[config.mk]
export PLATFORM = sky130hd
export DESIGN_NAME = bfsc_queue
export DESIGN_NICKNAME = d
export VERILOG_FILES = /design/src/sv/bfsc_pkg.sv /design/src/sv/bfsc_queue.sv
export SDC_FILE = /design/constraint.sdc
export NUM_CORES = 1
export LEC_CHECK = 0
export ABC_CLOCK_PERIOD_IN_PS = 23800
export BUFFER_PORTS_ARGS = -buffer_cell sky130_fd_sc_hd__buf_2
export CORE_UTILIZATION = 25
export CTS_BUF_LIST = sky130_fd_sc_hd__clkbuf_4 sky130_fd_sc_hd__clkbuf_8 sky130_fd_sc_hd__clkbuf_16
export CTS_CLUSTER_SIZE = 40
export DETAILED_ROUTE_END_ITERATION = 10
export GPL_ROUTABILITY_DRIVEN = 0
export HOLD_SLACK_MARGIN = 0.08
export PLACE_DENSITY_LB_ADDON = 0.1
export SYNTH_ARGS = -nofsm -noshare
export SYNTH_HDL_FRONTEND = slang
export SYNTH_SLANG_ARGS = --single-unit
[constraint.sdc]
create_clock -name clk_i -period 23.8 [get_ports clk_i]
set_input_delay 0 -clock clk_i [delete_from_list [all_inputs] [get_ports clk_i]]
set_output_delay 0 -clock clk_i [all_outputs]
set_load 0.005 [all_outputs]
[src/sv/bfsc_pkg.sv]
package bfsc_pkg;

  localparam int unsigned MAX_IMAGE_WIDTH_DEF  = 256;
  localparam int unsigned MAX_IMAGE_HEIGHT_DEF = 256;
  localparam int unsigned MAX_SAMPLES_DEF      = 4;
  localparam int unsigned CHECK_CELL_DEF       = 8;

  localparam int unsigned CFG_IDX_W  = 3;
  localparam int unsigned CFG_DATA_W = 24;

  localparam logic [CFG_IDX_W-1:0] CFG_INV_SCALE    = 3'd0;
  localparam logic [CFG_IDX_W-1:0] CFG_OFFSET_X     = 3'd1;
  localparam logic [CFG_IDX_W-1:0] CFG_OFFSET_Y     = 3'd2;
  localparam logic [CFG_IDX_W-1:0] CFG_IMAGE_WIDTH  = 3'd3;
  localparam logic [CFG_IDX_W-1:0] CFG_IMAGE_HEIGHT = 3'd4;
  localparam logic [CFG_IDX_W-1:0] CFG_SURROUND     = 3'd5;

  // sample count per axis, dimension compare width, source position product
  localparam int unsigned NS_W  = 4;
  localparam int unsigned DIM_W = 13;
  localparam int unsigned U0_W  = 50;

  localparam int unsigned QDEPTH = 2;
  localparam int unsigned QPTR_W = (QDEPTH > 1) ? $clog2(QDEPTH) : 1;
  localparam int unsigned QCNT_W = $clog2(QDEPTH + 1);

  localparam logic [7:0] CHECK_LIGHT = 8'd255;
  localparam logic [7:0] CHECK_DARK  = 8'd205;

  typedef struct packed {
    logic [23:0] inv_scale;
    logic [22:0] offset_x;
    logic [22:0] offset_y;
    logic [8:0]  image_width;
    logic [8:0]  image_height;
    logic [23:0] surround_color;
  } cfg_t;

  typedef struct packed {
    logic            is_render;
    logic            blank;
    logic            dark;
    logic [NS_W-1:0] n;
    logic [U0_W-1:0] u0x;
    logic [U0_W-1:0] u0y;
    logic [7:0]      src_x;
    logic [7:0]      src_y;
    logic [31:0]     pixel;
  } cmd_t;

  typedef struct packed {
    logic full;
    logic empty;
  } q_stat_t;

  // ceil(2^32 / n): exact floor(b / n) as (b * recip(n)) >> 32 for narrow b
  function automatic logic [32:0] recip(input logic [NS_W-1:0] n);
    logic [32:0] r;
    case (n)
      4'd2:    r = 33'd2147483648;
      4'd3:    r = 33'd1431655766;
      4'd4:    r = 33'd1073741824;
      4'd5:    r = 33'd858993460;
      4'd6:    r = 33'd715827883;
      4'd7:    r = 33'd613566757;
      4'd8:    r = 33'd536870912;
      default: r = 33'd4294967296;
    endcase
    return r;
  endfunction

endpackage

[src/sv/bfsc_queue.sv]
module bfsc_queue (
  input  logic               clk_i,
  input  logic               rst_ni,
  input  logic               push_i,
  input  bfsc_pkg::cmd_t     cmd_i,
  input  logic               pop_i,
  output bfsc_pkg::cmd_t     head_o,
  output bfsc_pkg::q_stat_t  stat_o
);

  bfsc_pkg::cmd_t ent_q [bfsc_pkg::QDEPTH];
  logic [bfsc_pkg::QPTR_W-1:0] wr_q, wr_d, rd_q, rd_d;
  logic [bfsc_pkg::QCNT_W-1:0] cnt_q, cnt_d;

  assign head_o       = ent_q[rd_q];
  assign stat_o.full  = (cnt_q == bfsc_pkg::QCNT_W'(bfsc_pkg::QDEPTH));
  assign stat_o.empty = (cnt_q == '0);

  always_comb begin
    wr_d  = wr_q;
    rd_d  = rd_q;
    cnt_d = cnt_q;
    if (push_i) begin
      wr_d = (wr_q == bfsc_pkg::QPTR_W'(bfsc_pkg::QDEPTH - 1)) ? '0 : wr_q + 1'b1;
    end
    if (pop_i) begin
      rd_d = (rd_q == bfsc_pkg::QPTR_W'(bfsc_pkg::QDEPTH - 1)) ? '0 : rd_q + 1'b1;
    end
    if (push_i && !pop_i) begin
      cnt_d = cnt_q + 1'b1;
    end else if (pop_i && !push_i) begin
      cnt_d = cnt_q - 1'b1;
    end
  end

  always_ff @(posedge clk_i or negedge rst_ni) begin
    if (!rst_ni) begin
      wr_q  <= '0;
      rd_q  <= '0;
      cnt_q <= '0;
    end else begin
      wr_q  <= wr_d;
      rd_q  <= rd_d;
      cnt_q <= cnt_d;
    end
  end

  always_ff @(posedge clk_i) begin
    if (push_i) begin
      ent_q[wr_q] <= cmd_i;
    end
  end

endmodule

# Word-level counts from Yosys, hierarchy flattened
# Memories as Yosys holds them, arrays and structs flattened.
# Index checks and enable logic that the tools add are counted.
# word_totals
mem_bits_ro,0
latchBits,0
n_memories,1
reg_bits,4
wordCells,21
output_inout_bits,157
ramBits,310
inputBits,159
# classes
order_cmp,0
mul,0
shift,0
n_reduce_logical,6
n_addsub,4
n_eq_ne,1
mux,6
bitwise_logic,0
div,0
# mem_list
name,depth,width,rd,rd_ports_with_merged_regs,write_ports,line,rtl
ent_q,2,155,1,0,1,bfsc_queue.sv:11,bfsc_pkg::cmd_t ent_q [bfsc_pkg::QDEPTH];
# ops
cell,count
2-to-1 mux 1 bit,4
2-to-1 mux 2 bit,2
adder 1 bit (second input constant),2
adder 2 x 1 -> 2 bit (second input constant),1
== test 2 bit (second input constant),1
logical AND 1 bit,2
zero test 1 bit,2
zero test 2 bit,1
nonzero test 2 bit,1
subtractor 2 x 1 -> 2 bit (second input constant),1

# Depth between registers and ports, before layout
# logic_depth
word_depth,4
ltp_mapped,5
depth_no_buf,5

# Least setup slack after synthesis
# Ideal clock, no wire load.
# synth_timing
kind,flip-flop to flip-flop
start,register wr_q
end,"memory ent_q[0][0] (netlist bit), enable pin"
setup_slack_ns,15.866
t_required_ns,23.110
setup_ns,0.690
path_buffers,0
arrival_ns,7.244
path_stages_with_launch,2
period_less_slack_ns,7.934
path_cell_list,dfrtp_1 nor2b_1
# synth_lines
item,line,rtl
from (decl),bfsc_queue.sv:12,"logic [bfsc_pkg::QPTR_W-1:0] wr_q, wr_d, rd_q, rd_d;"
from (signal assigned),bfsc_queue.sv:42,wr_q <= wr_d;
to (decl),bfsc_queue.sv:11,
# No word-level cell before the write port.

==> impl_results.md <==
* Max Clock Skew at 15.9 ps
* Design Area, Final at 16400 sq um
* WP buf/inv at 2
* Unique cell type count in the Yosys netlist at 12
* DR iter-0 viols at 189
* Worst hold path class: input port to flop
* Static Leak at 6.15 nW
* Synth Net Count at 658
* DP HPWL at 16600 um
* Synth warn at 0
* Synth Cell Area at 11400 sq um
* Most used DFF post-synth: edfxtp_1
* Via count at 6414
* Non-Filler Instances at 1621
* Async set-reset flop share out of synthesis at 1.27%
* IO buf count at 315
* Initial antenna violation count at 4
* DP Area at 13600 sq um
* Clock-pin slew on the worst setup and hold paths at 60 ps
* Worst VDD drop at 56.6 uV
* Setup crit end kind: output pin
* CTS sink cnt at 314
* Max Cap Viol at 0
* Fraction of layout cells with a size suffix above 1 at 52.3%
* Tmin final at 2720 ps
* Postcts setup bufs at 0
* Die X at 216 um
* Initial Util at 25.6%
* Layout area overhead at 43.6%
* CP max stage cell: buf_4
* Placed Cells at 1394
* Seq/Total Area, Yosys at 82.3%
* Top cell type's share of synthesized area at 81.5%
* Num CTS Buffers at 38
* Status: finished, final reports clean
* CP cell instances: buf_4 -> mux2_2 -> buf_2
* Post-CTS sizing at 0
* FILL cells at 4305
* Pins Over Slew Limit at 0
* Area leader, netlist: edfxtp_1
* Clk buf depth at 3
* Commonest cells post-synth: edfxtp_1, mux2_2, buf_6, dfrtp_1, xor2_1
* Largest stage delay on the critical path at 810 ps
* Vias in the first global route at 7155
* Delay-heaviest family, CP: buffers and inverters
* Root buf cell: clkbuf_16
* Yosys reg bits at 314
* Slew Limit Headroom at 31.0%
* Routed Antenna Nets at 0
* Final setup viols at 0
* RSZ-0062 raised after global routing: false
* Number of cell rows at 77
* Final setup TNS at 0 ps
* Die Span Y at 216 um
* Crit path launch type: flop
* Area of the core at 44600 sq um
* Multi-input gate area at 1840 sq um
* Count of flip-flops with a built-in enable after synthesis at 310
* Area contributors post-synth: edfxtp_1, mux2_2, buf_6
* Crit Path Max Fanout at 62
* H-tree depth at 2
* Clock Latency Late Sink at 540 ps
* Global-route wire length before repair at 40900 um
* Tcrit/Tclk final at 11.4%
* Global route overflow at 0
* Post-Syn Instances at 498
* DR WL/cell at 16.5 um
* Vias/cell at 3.96
* FF+latch area at 9410 sq um
* Die footprint at 46600 sq um
* Worst-Margin Slew at 1040 ps
* Most common cell in the netlist: edfxtp_1
* Pwr Density at 108 nW/um^2
* Largest net degree at the start of global routing at 69
* DRC at 0
* TritonCTS clock tree: done
* CP Data Arrival Time at 2720 ps
* Number of nets in the layout at 1161
* Final hold violations at 0
* CP required at 23800 ps
* Highest clock rate at 0.368 GHz
* CP Class: flop to output pin
* Overall routing resource usage at 11.6%
* Router iterations before antenna repair at 4
* Total wire length at 26700 um
* # IOs at 316
* Mean Syn Cell Area at 22.9 sq um
-- worst reg2reg max path: stages (launching register included) --
cell	delay, ps
dfrtp_1	420
nor2b_4	580
buf_4	880
-- where the power goes --
part	switching, mW	total [mW]	internal, mW
Clock	0.211	0.548	0.337
Sequential	0.0322	0.768	0.736
Combinational	0.229	0.453	0.225
Total	0.472	1.77	1.30
-- registers in the layout, indices dropped and copies added (netlist names) --
register and cells:
cnt_q 2, ent_q 310, rd_q 1, wr_q 1
-- kinds of logic after synthesis --
| kind of cell | synth area share, % |
|---|---|
| flops | 82.3 |
| simple gates | 0.230 |
| xor+xnor | 0.383 |
| buf+inv | 1.65 |
| mux | 15.3 |
| fa+ha+maj | 0.109 |
-- metal layers --
layer	share of wire (%)	track usage [%]	wire length (um)
met1	40	13.2	10600
met3	8.8	4.76	2350
met2	49	19.2	13100
met4	2.4	4.61	648
met5	0.064	0	17
-- repair_timing --
item | CTS | global route
hold buffers | 159 | 0
endpoints found under the setup margin | 0 | 0
hold endpoints to repair | 339 | 0
-- final timing paths --
| check | startpoint | endpoint | slack [ps] | cells past startpoint |
|---|---|---|---|---|
| setup / recovery | rd_q$_DFFE_PN0P_ | head_o[92] | 21080 | 3 |
| hold / removal | cmd_i[43] | ent_q[0][43]$_DFFE_PP_ | 180 | 2 |
| setup reg to reg | wr_q$_DFFE_PN0P_ | ent_q[0][39]$_DFFE_PP_ | 21440 | 2 |
| hold reg to reg | cnt_q[1]$_DFFE_PN0P_ | cnt_q[1]$_DFFE_PN0P_ | 480 | 1 |
| max in group asynchronous | rst_ni | rd_q$_DFFE_PN0P_ | 23160 | 3 |
| min in group asynchronous | rst_ni | cnt_q[1]$_DFFE_PN0P_ | 410 | 3 |
-- per-stage QoR --
stage               utilization, %  power, mW  worst slack [ps]  hold WS (ps)
global route                  36.8       1.87             20860           158
CTS                           36.8       1.82             20930           138
finish                        36.8       1.77             21080           182
detailed placement            30.5       1.23             21350          -166
floorplan                        -       1.06             15870          -296
global placement              30.5       1.24             21350          -163
-- final cells by class --
cell class / instances / share of cell area (%)
Multi-Input combinational cell: 166 / 11.2
Antenna cell: 3 / 0.0458
Clock buffer: 53 / 6.59
Timing Repair Buffer: 480 / 19.6
Tap cell: 592 / 4.52
Clock inverter: 12 / 0.641
Inverter: 1 / 0.0229
Sequential cell: 314 / 57.4
-- cell usage in the layout (no fill, tap or decap) --
master         Yosys  routed
buf_2              1     315
edfxtp_1         310     310
dlygate4sd3_1      0     159
mux2_2           155     155
clkbuf_16          0      39
clkbuf_4           0      14
clkinv_1           0       7
buf_4              0       6
xor2_1             4       4
diode_2            0       3
dfrtp_1            4       3
nor2_1             2       2
bufinv_16          0       2
clkinv_2           0       2
nor2b_1            2       1
inv_1              1       1
and2_4             0       1
nor2b_4            0       1
xnor2_1            1       1
ha_1               1       1
inv_6              0       1
dfrtp_4            0       1
Power figures use the tool's default switching activity.
