$ cat config.mk
export PLATFORM = sky130hd
export DESIGN_NAME = bfsc_front
export DESIGN_NICKNAME = d
export VERILOG_FILES = /design/src/sv/bfsc_pkg.sv /design/src/sv/bfsc_front.sv
export SDC_FILE = /design/constraint.sdc
export NUM_CORES = 2
export LEC_CHECK = 0
export BUFFER_PORTS_ARGS = -buffer_cell sky130_fd_sc_hd__buf_2
export CAP_MARGIN = 20
export CORE_ASPECT_RATIO = 0.5
export CORE_UTILIZATION = 45
export DETAILED_ROUTE_END_ITERATION = 6
export GPL_ROUTABILITY_DRIVEN = 0
export HOLD_SLACK_MARGIN = 0.1
export PLACE_DENSITY_LB_ADDON = 0.05
export SYNTH_ARGS = -nofsm -noshare
export SYNTH_HDL_FRONTEND = slang
export SYNTH_SLANG_ARGS = --single-unit
$ cat constraint.sdc
create_clock -name clk_i -period 10 [get_ports clk_i]
set_input_delay 1.5 -clock clk_i [delete_from_list [all_inputs] [get_ports clk_i]]
set_output_delay 1.5 -clock clk_i [all_outputs]
set_load 0.005 [all_outputs]
$ cat src/sv/bfsc_pkg.sv
package bfsc_pkg;

  localparam int unsigned MAX_IMAGE_WIDTH_DEF  = 256;
  localparam int unsigned MAX_IMAGE_HEIGHT_DEF = 256;
  localparam int unsigned MAX_SAMPLES_DEF      = 4;
  localparam int unsigned CHECK_CELL_DEF       = 8;

  localparam int unsigned CFG_IDX_W  = 3;
  localparam int unsigned CFG_DATA_W = 24;

  localparam logic [CFG_IDX_W-1:0] CFG_INV_SCALE    = 3'd0;
  localparam logic [CFG_IDX_W-1:0] CFG_OFFSET_X     = 3'd1;
  localparam logic [CFG_IDX_W-1:0] CFG_OFFSET_Y     = 3'd2;
  localparam logic [CFG_IDX_W-1:0] CFG_IMAGE_WIDTH  = 3'd3;
  localparam logic [CFG_IDX_W-1:0] CFG_IMAGE_HEIGHT = 3'd4;
  localparam logic [CFG_IDX_W-1:0] CFG_SURROUND     = 3'd5;

  // sample count per axis, dimension compare width, source position product
  localparam int unsigned NS_W  = 4;
  localparam int unsigned DIM_W = 13;
  localparam int unsigned U0_W  = 50;

  localparam int unsigned QDEPTH = 2;
  localparam int unsigned QPTR_W = (QDEPTH > 1) ? $clog2(QDEPTH) : 1;
  localparam int unsigned QCNT_W = $clog2(QDEPTH + 1);

  localparam logic [7:0] CHECK_LIGHT = 8'd255;
  localparam logic [7:0] CHECK_DARK  = 8'd205;

  typedef struct packed {
    logic [23:0] inv_scale;
    logic [22:0] offset_x;
    logic [22:0] offset_y;
    logic [8:0]  image_width;
    logic [8:0]  image_height;
    logic [23:0] surround_color;
  } cfg_t;

  typedef struct packed {
    logic            is_render;
    logic            blank;
    logic            dark;
    logic [NS_W-1:0] n;
    logic [U0_W-1:0] u0x;
    logic [U0_W-1:0] u0y;
    logic [7:0]      src_x;
    logic [7:0]      src_y;
    logic [31:0]     pixel;
  } cmd_t;

  typedef struct packed {
    logic full;
    logic empty;
  } q_stat_t;

  // ceil(2^32 / n): exact floor(b / n) as (b * recip(n)) >> 32 for narrow b
  function automatic logic [32:0] recip(input logic [NS_W-1:0] n);
    logic [32:0] r;
    case (n)
      4'd2:    r = 33'd2147483648;
      4'd3:    r = 33'd1431655766;
      4'd4:    r = 33'd1073741824;
      4'd5:    r = 33'd858993460;
      4'd6:    r = 33'd715827883;
      4'd7:    r = 33'd613566757;
      4'd8:    r = 33'd536870912;
      default: r = 33'd4294967296;
    endcase
    return r;
  endfunction

endpackage

$ cat src/sv/bfsc_front.sv
module bfsc_front #(
  parameter int unsigned MAX_IMAGE_WIDTH  = bfsc_pkg::MAX_IMAGE_WIDTH_DEF,
  parameter int unsigned MAX_IMAGE_HEIGHT = bfsc_pkg::MAX_IMAGE_HEIGHT_DEF,
  parameter int unsigned MAX_SAMPLES      = bfsc_pkg::MAX_SAMPLES_DEF,
  parameter int unsigned CHECK_CELL       = bfsc_pkg::CHECK_CELL_DEF
) (
  input  logic               clk_i,
  input  logic               rst_ni,
  input  logic               start,
  output logic               busy,
  input  logic               mode_i,
  input  logic [7:0]         src_x_i,
  input  logic [7:0]         src_y_i,
  input  logic [7:0]         red_i,
  input  logic [7:0]         green_i,
  input  logic [7:0]         blue_i,
  input  logic [7:0]         alpha_i,
  input  logic [9:0]         dst_x_i,
  input  logic [9:0]         dst_y_i,
  input  bfsc_pkg::cfg_t     cfg_i,
  input  bfsc_pkg::q_stat_t  q_stat_i,
  output logic               push_o,
  output bfsc_pkg::cmd_t     cmd_o
);

  localparam int unsigned CELL_SH  = 22;
  localparam logic [22:0] CELL_RCP = 23'((2 ** CELL_SH + CHECK_CELL - 1) / CHECK_CELL);

  function automatic logic [7:0] premul(input logic [7:0] c, input logic [7:0] a);
    logic [16:0] t;
    logic [17:0] s;
    t = 17'(c * a) + 17'd128;
    s = {1'b0, t} + 18'(t >> 8);
    return s[15:8];
  endfunction

  logic            stg_v_q, stg_v_d;
  bfsc_pkg::cmd_t  stg_q, cmd_d;
  logic            accept, keep;

  logic signed [24:0] dfx, dfy;
  logic signed [49:0] u0x, u0y;
  logic [32:0]        cx, cy;
  logic [8:0]         nc;
  logic [bfsc_pkg::NS_W-1:0] n;

  assign push_o = stg_v_q & ~q_stat_i.full;
  assign busy   = stg_v_q & q_stat_i.full;
  assign accept = start & ~busy;
  assign cmd_o  = stg_q;

  assign dfx = $signed({7'b0, dst_x_i, 8'b0}) - 25'($signed(cfg_i.offset_x));
  assign dfy = $signed({7'b0, dst_y_i, 8'b0}) - 25'($signed(cfg_i.offset_y));
  assign u0x = dfx * $signed({1'b0, cfg_i.inv_scale});
  assign u0y = dfy * $signed({1'b0, cfg_i.inv_scale});

  // checker cell parity from the reciprocal of the cell size
  assign cx = 33'(dst_x_i * CELL_RCP);
  assign cy = 33'(dst_y_i * CELL_RCP);

  assign nc = 9'((25'(cfg_i.inv_scale) + 25'd65535) >> 16);

  always_comb begin
    if (nc == 9'd0) begin
      n = bfsc_pkg::NS_W'(1);
    end else if (32'(nc) > 32'(MAX_SAMPLES)) begin
      n = bfsc_pkg::NS_W'(MAX_SAMPLES);
    end else begin
      n = bfsc_pkg::NS_W'(nc);
    end
  end

  always_comb begin
    cmd_d.is_render = mode_i;
    cmd_d.blank     = (cfg_i.image_width == 9'd0) | (cfg_i.image_height == 9'd0) |
                      (cfg_i.inv_scale == 24'd0);
    cmd_d.dark      = cx[CELL_SH] ^ cy[CELL_SH];
    cmd_d.n         = n;
    cmd_d.u0x       = u0x;
    cmd_d.u0y       = u0y;
    cmd_d.src_x     = src_x_i;
    cmd_d.src_y     = src_y_i;
    cmd_d.pixel     = {premul(red_i, alpha_i), premul(green_i, alpha_i),
                       premul(blue_i, alpha_i), alpha_i};
    // drop loads that fall outside the store
    keep = mode_i | ((32'(src_x_i) < 32'(MAX_IMAGE_WIDTH)) &
                     (32'(src_y_i) < 32'(MAX_IMAGE_HEIGHT)));
  end

  always_comb begin
    stg_v_d = stg_v_q & ~push_o;
    if (accept) begin
      stg_v_d = keep;
    end
  end

  always_ff @(posedge clk_i or negedge rst_ni) begin
    if (!rst_ni) begin
      stg_v_q <= 1'b0;
    end else begin
      stg_v_q <= stg_v_d;
    end
  end

  always_ff @(posedge clk_i) begin
    if (accept) begin
      stg_q <= cmd_d;
    end
  end

endmodule

# == Word-level counts from Yosys, hierarchy flattened ==
# Index checks and enable logic that the tools add are counted.
# word_totals
reg_bits,156
input_bits,186
out_inout_bits,157
elab_cells,43
# op_classes
n_addsub,9
n_mul,5
order_cmp,1
n_mux,2
bitwise,10
reduce_logical,5
# ops
cell,count
$mul A24 B25 Y49,2
$add A16 B8 Y17 const B,3
$add A16 B9 Y16,3
$mul A8 B8 Y16,3
$sub A19 B23 Y24,2
$logic_not A9 Y1,3
$add A24 B16 Y25 const B,1
$logic_not A24 Y1,1
$gt A9 B3 Y1 const B,1
$and A1 B1 Y1,4
$mux W3,1
$not A1 Y1,3
$or A1 B1 Y1,2
$reduce_or A2 Y1,1
$mux W1,1
$xor A1 B1 Y1,1

# == Longest topological paths before layout ==
# depth
word_depth,5
mapped_depth,36
ltp_nobuf,35

# == Worst setup path after synthesis ==
# Ideal clock, no wire load.
# synth_path
path_kind,input to register
startpoint,input cfg_i[50] (netlist name)
endpoint,"register stg_q, in the netlist cmd_o[86], data pin"
setup_time_ns,0.263
arrival_time_ns,9.295
t_required_ns,9.737
slack_ns,0.442
path_stages,35
path_buffers,2
path_cell_list,inv_1 > ha_1 > nor3b_1 > a31oi_1 > nor2b_1 > o21a_1 > o41a_1 > a21o_1 > a21oi_1 > xnor2_1 > clkbuf_1 > nand2_1 > fa_1 > inv_1 > fa_1 > inv_1 > fa_1 > inv_1 > fa_1 > fa_1 > inv_1 > fa_1 > inv_1 > fa_1 > ha_1 > clkbuf_1 > o21a_1 > o21ai_0 > a21boi_0 > nand2b_1 > o22ai_1 > a211oi_1 > o41ai_1 > o311a_1 > a211oi_1
# synth_rtl
item,line_no,rtl
"start, declared",bfsc_front.sv:20,"input bfsc_pkg::cfg_t cfg_i,"
"end signal, assigned",bfsc_front.sv:107,stg_q <= cmd_d;
"end, declared",bfsc_front.sv:38,"bfsc_pkg::cmd_t stg_q, cmd_d;"

==> summary.txt <==
GRT
  – GRT Util Overall: 25.38%
  – Vias in the first global route: 42.71k
  – Largest net degree at the start of global routing: 110
  – Initial antenna violation count: 11
  – First-pass GRT wire length: 233,200 µm
  – GRT Residual Overflow: 0

Setup path
  – CP Max Fanout: 4
  – Crit-path most repeated cell: fa_1
  – Worst reg-to-reg path cell count: 4
  – Critical path arrival: 10,050 ps
  – CP Class: primary input to flop
  – CP max stage delay: 550 ps
  – Crit path capture type: flop
  – Slowest cell on the critical path: fa_1
  – Data required, critical path: 10,400 ps
  – CP Launch Type: primary input

Timing
  – Slew HR: 31.06%
  – Endpoints failing hold: 0
  – Min Tclk post-route: 9651 ps
  – Worst slew pin tran: 1029 ps
  – Skew final: 15.46 ps
  – Final setup margin: 348.7 ps
  – RSZ-0062 raised after global routing: false
  – Fmax: 103.6 MHz
  – Pins over their slew limit: 0
  – Part of the cycle the worst path needs: 96.51%
  – Final setup viols: 0

Flow run
  – Max Cap Violations: 0

Logic synthesis
  – Largest area contributor in the netlist: fa_1
  – Syn Nets: 7,526
  – Synth top cells by count: inv_1 (1,275), fa_1 (1,075), nand2_1 (840)
  – Share of the synthesized area in the top cell type: 41.18%
  – Most frequent cell after synthesis: inv_1
  – Synth Instances: 5,685
  – Seq/Total Area, Yosys: 8.839%
  – Async S/R FF share, synth: 0.6494%
  – Unique masters post-synth: 91
  – Synth Flop Type: edfxtp_1
  – Syn avg cell area: 9.193 µm²
  – Synth Register Bits: 154
  – EDFF count, synth: 153
  – Mapped cell area: 52,260 µm²
  – Largest cells by area after synthesis: fa_1 (41%), ha_1 (14%), inv_1 (9.2%)
  – Yosys warns: 0

Detailed routing
  – Vias per cell: 5.107
  – Routed len/inst: 18.64 µm
  – Iter 0 DRT Violations: 1,899
  – Pre-Repair DR Iteration Count: 5
  – Post-route ant nets: 0
  – Via count: 39.00k
  – Drc violations: 0
  – Post-Route WL: 142,300 µm

Clock tree
  – TritonCTS clock tree: done
  – # clock sinks: 154
  – Worst skew pair latency: 540 ps
  – Clock-pin slew of the registers on the worst-case setup and hold paths: 70 ps
  – Htree depth: 4
  – Clock Path Buffers: 2
  – Root Buffer: clkbuf_16
  – TritonCTS buffer count: 17

Placed design
  – Place WS: -359.5 ps
  – Dpl cell area: 57,760 µm²
  – I/O Buffers: 317
  – Dpl hpwl: 116,900 µm

Run status
  – Status: completed

Cells and area
  – Final #Nets: 7,947
  – Design Area, Final: 58,400 µm²
  – Synth-to-layout area growth: 11.75%
  – Layout cells sized above 1: 12.60%

Die
  – Die height: 243.0 µm
  – Die Area: 117,600 µm²
  – Initial cell density of the core: 45.90%
  – Row count: 87
  – I/O pin total: 343
  – Core area: 113,900 µm²
  – Die W: 484.0 µm

Hold path
  – Worst hold path depth: 2
  – Tightest Hold Check Type: flop to flop
[through the flow]
step                TNS (ps)  util, %  instances  hold slack (ps)
floorplan                  0        -       5685            602.0
global placement       -4162    50.73       7596            656.8
detailed placement     -4276    50.73       7596            676.4
CTS                        0    51.24       7628            673.1
global route               0    51.29       7634            696.4
finish                     0    51.29       7636            690.1
[critical path: cells and delay by family]
family | cells | cell delay, ps
AOI/OAI and AO/OA | 11 | 2390
and+or+nand+nor | 5 | 1140
adders and majority gates | 9 | 4270
xor gates and xnor gates | 1 | 180
buffers and inverters | 7 | 570
[logic make-up after synthesis]
group | Yosys count | share of synthesized area [%]
muxes | 27 | 0.5434
buffers and inverters | 1533 | 11.08
other | 1 | 0.007175
DFF | 154 | 8.839
and+or+nand+nor | 1718 | 16.12
AOI/OAI and AO/OA | 427 | 5.490
adders and majority gates | 1655 | 55.06
xor gates and xnor gates | 170 | 2.863
[sequential cells by signal (all words and copies together) (netlist names)]
name     flops
stg_v_q      1
cmd_o      153
[per-layer routing]
| layer | part of all wire [%] | GRT usage [%] | vias to the layer above | wire length, µm |
|---|---|---|---|---|
| met5 | 0.060 | 0 | - | 86 |
| met4 | 1.7 | 5.845 | 12 | 2464 |
| met3 | 5.2 | 3.561 | 149 | 7371 |
| met2 | 49 | 43.19 | 851 | 69310 |
| met1 | 44 | 34.22 | 19980 | 63100 |
| li1 | - | - | 18010 | - |
[path summary, 6_finish.rpt]
kind | startpoint | to | slack, ps
worst max-delay path | dst_x_i[0] | cmd_o[146] | 350
worst min-delay path | stg_v_q | stg_v_q | 690
worst max register to register | stg_v_q | cmd_o[86] | 7730
worst min register to register | stg_v_q | stg_v_q | 690
max in group asynchronous | rst_ni | stg_v_q | 9180
min in group asynchronous | rst_ni | stg_v_q | 730
[layout make-up]
class	instances	area (µm²)
Multi-Input combinational cell	3998	42110
Timing Repair Buffer	659	4395
Fill cell	10730	55460
Antenna cell	4	10.01
Sequential cell	154	4619
Clock buffer	17	425.4
Tap cell	1513	1893
Clock inverter	15	158.9
Inverter	1276	4790
[layout by cell type (no fill, tap or decap), types with 6 or more instances in the layout]
master,n
nand4_1,26
o211ai_1,8
or3_1,23
and3_1,19
edfxtp_1,153
nor2b_1,32
o21ai_0,63
and3b_1,9
buf_12,19
nand3b_1,16
a311oi_1,6
nand2_1,839
mux2_2,6
nor3b_1,7
or2_2,12
buf_2,317
nor3_1,38
a211oi_1,10
mux2i_1,16
fa_1,1075
o21bai_1,18
nand3_1,31
inv_1,1275
xnor2_2,23
xor2_2,6
clkbuf_16,17
a21o_1,76
a31oi_1,12
ha_1,580
nor4_1,11
a41o_1,6
buf_4,322
xnor2_1,84
o21a_1,19
nor2_1,101
a21oi_1,132
nand2b_1,32
xor2_1,56
and2_1,490
[what timing repair did]
action,CTS,global route
setup buffers,0,4
hold buffers,0,0
endpoints found under the hold margin,0,0
setup endpoints to repair,0,13
gates resized for setup,0,6
Power is left out: the tool's default activity adds up to more than one toggle a clock period on the data nets, which glitch-free logic cannot reach.
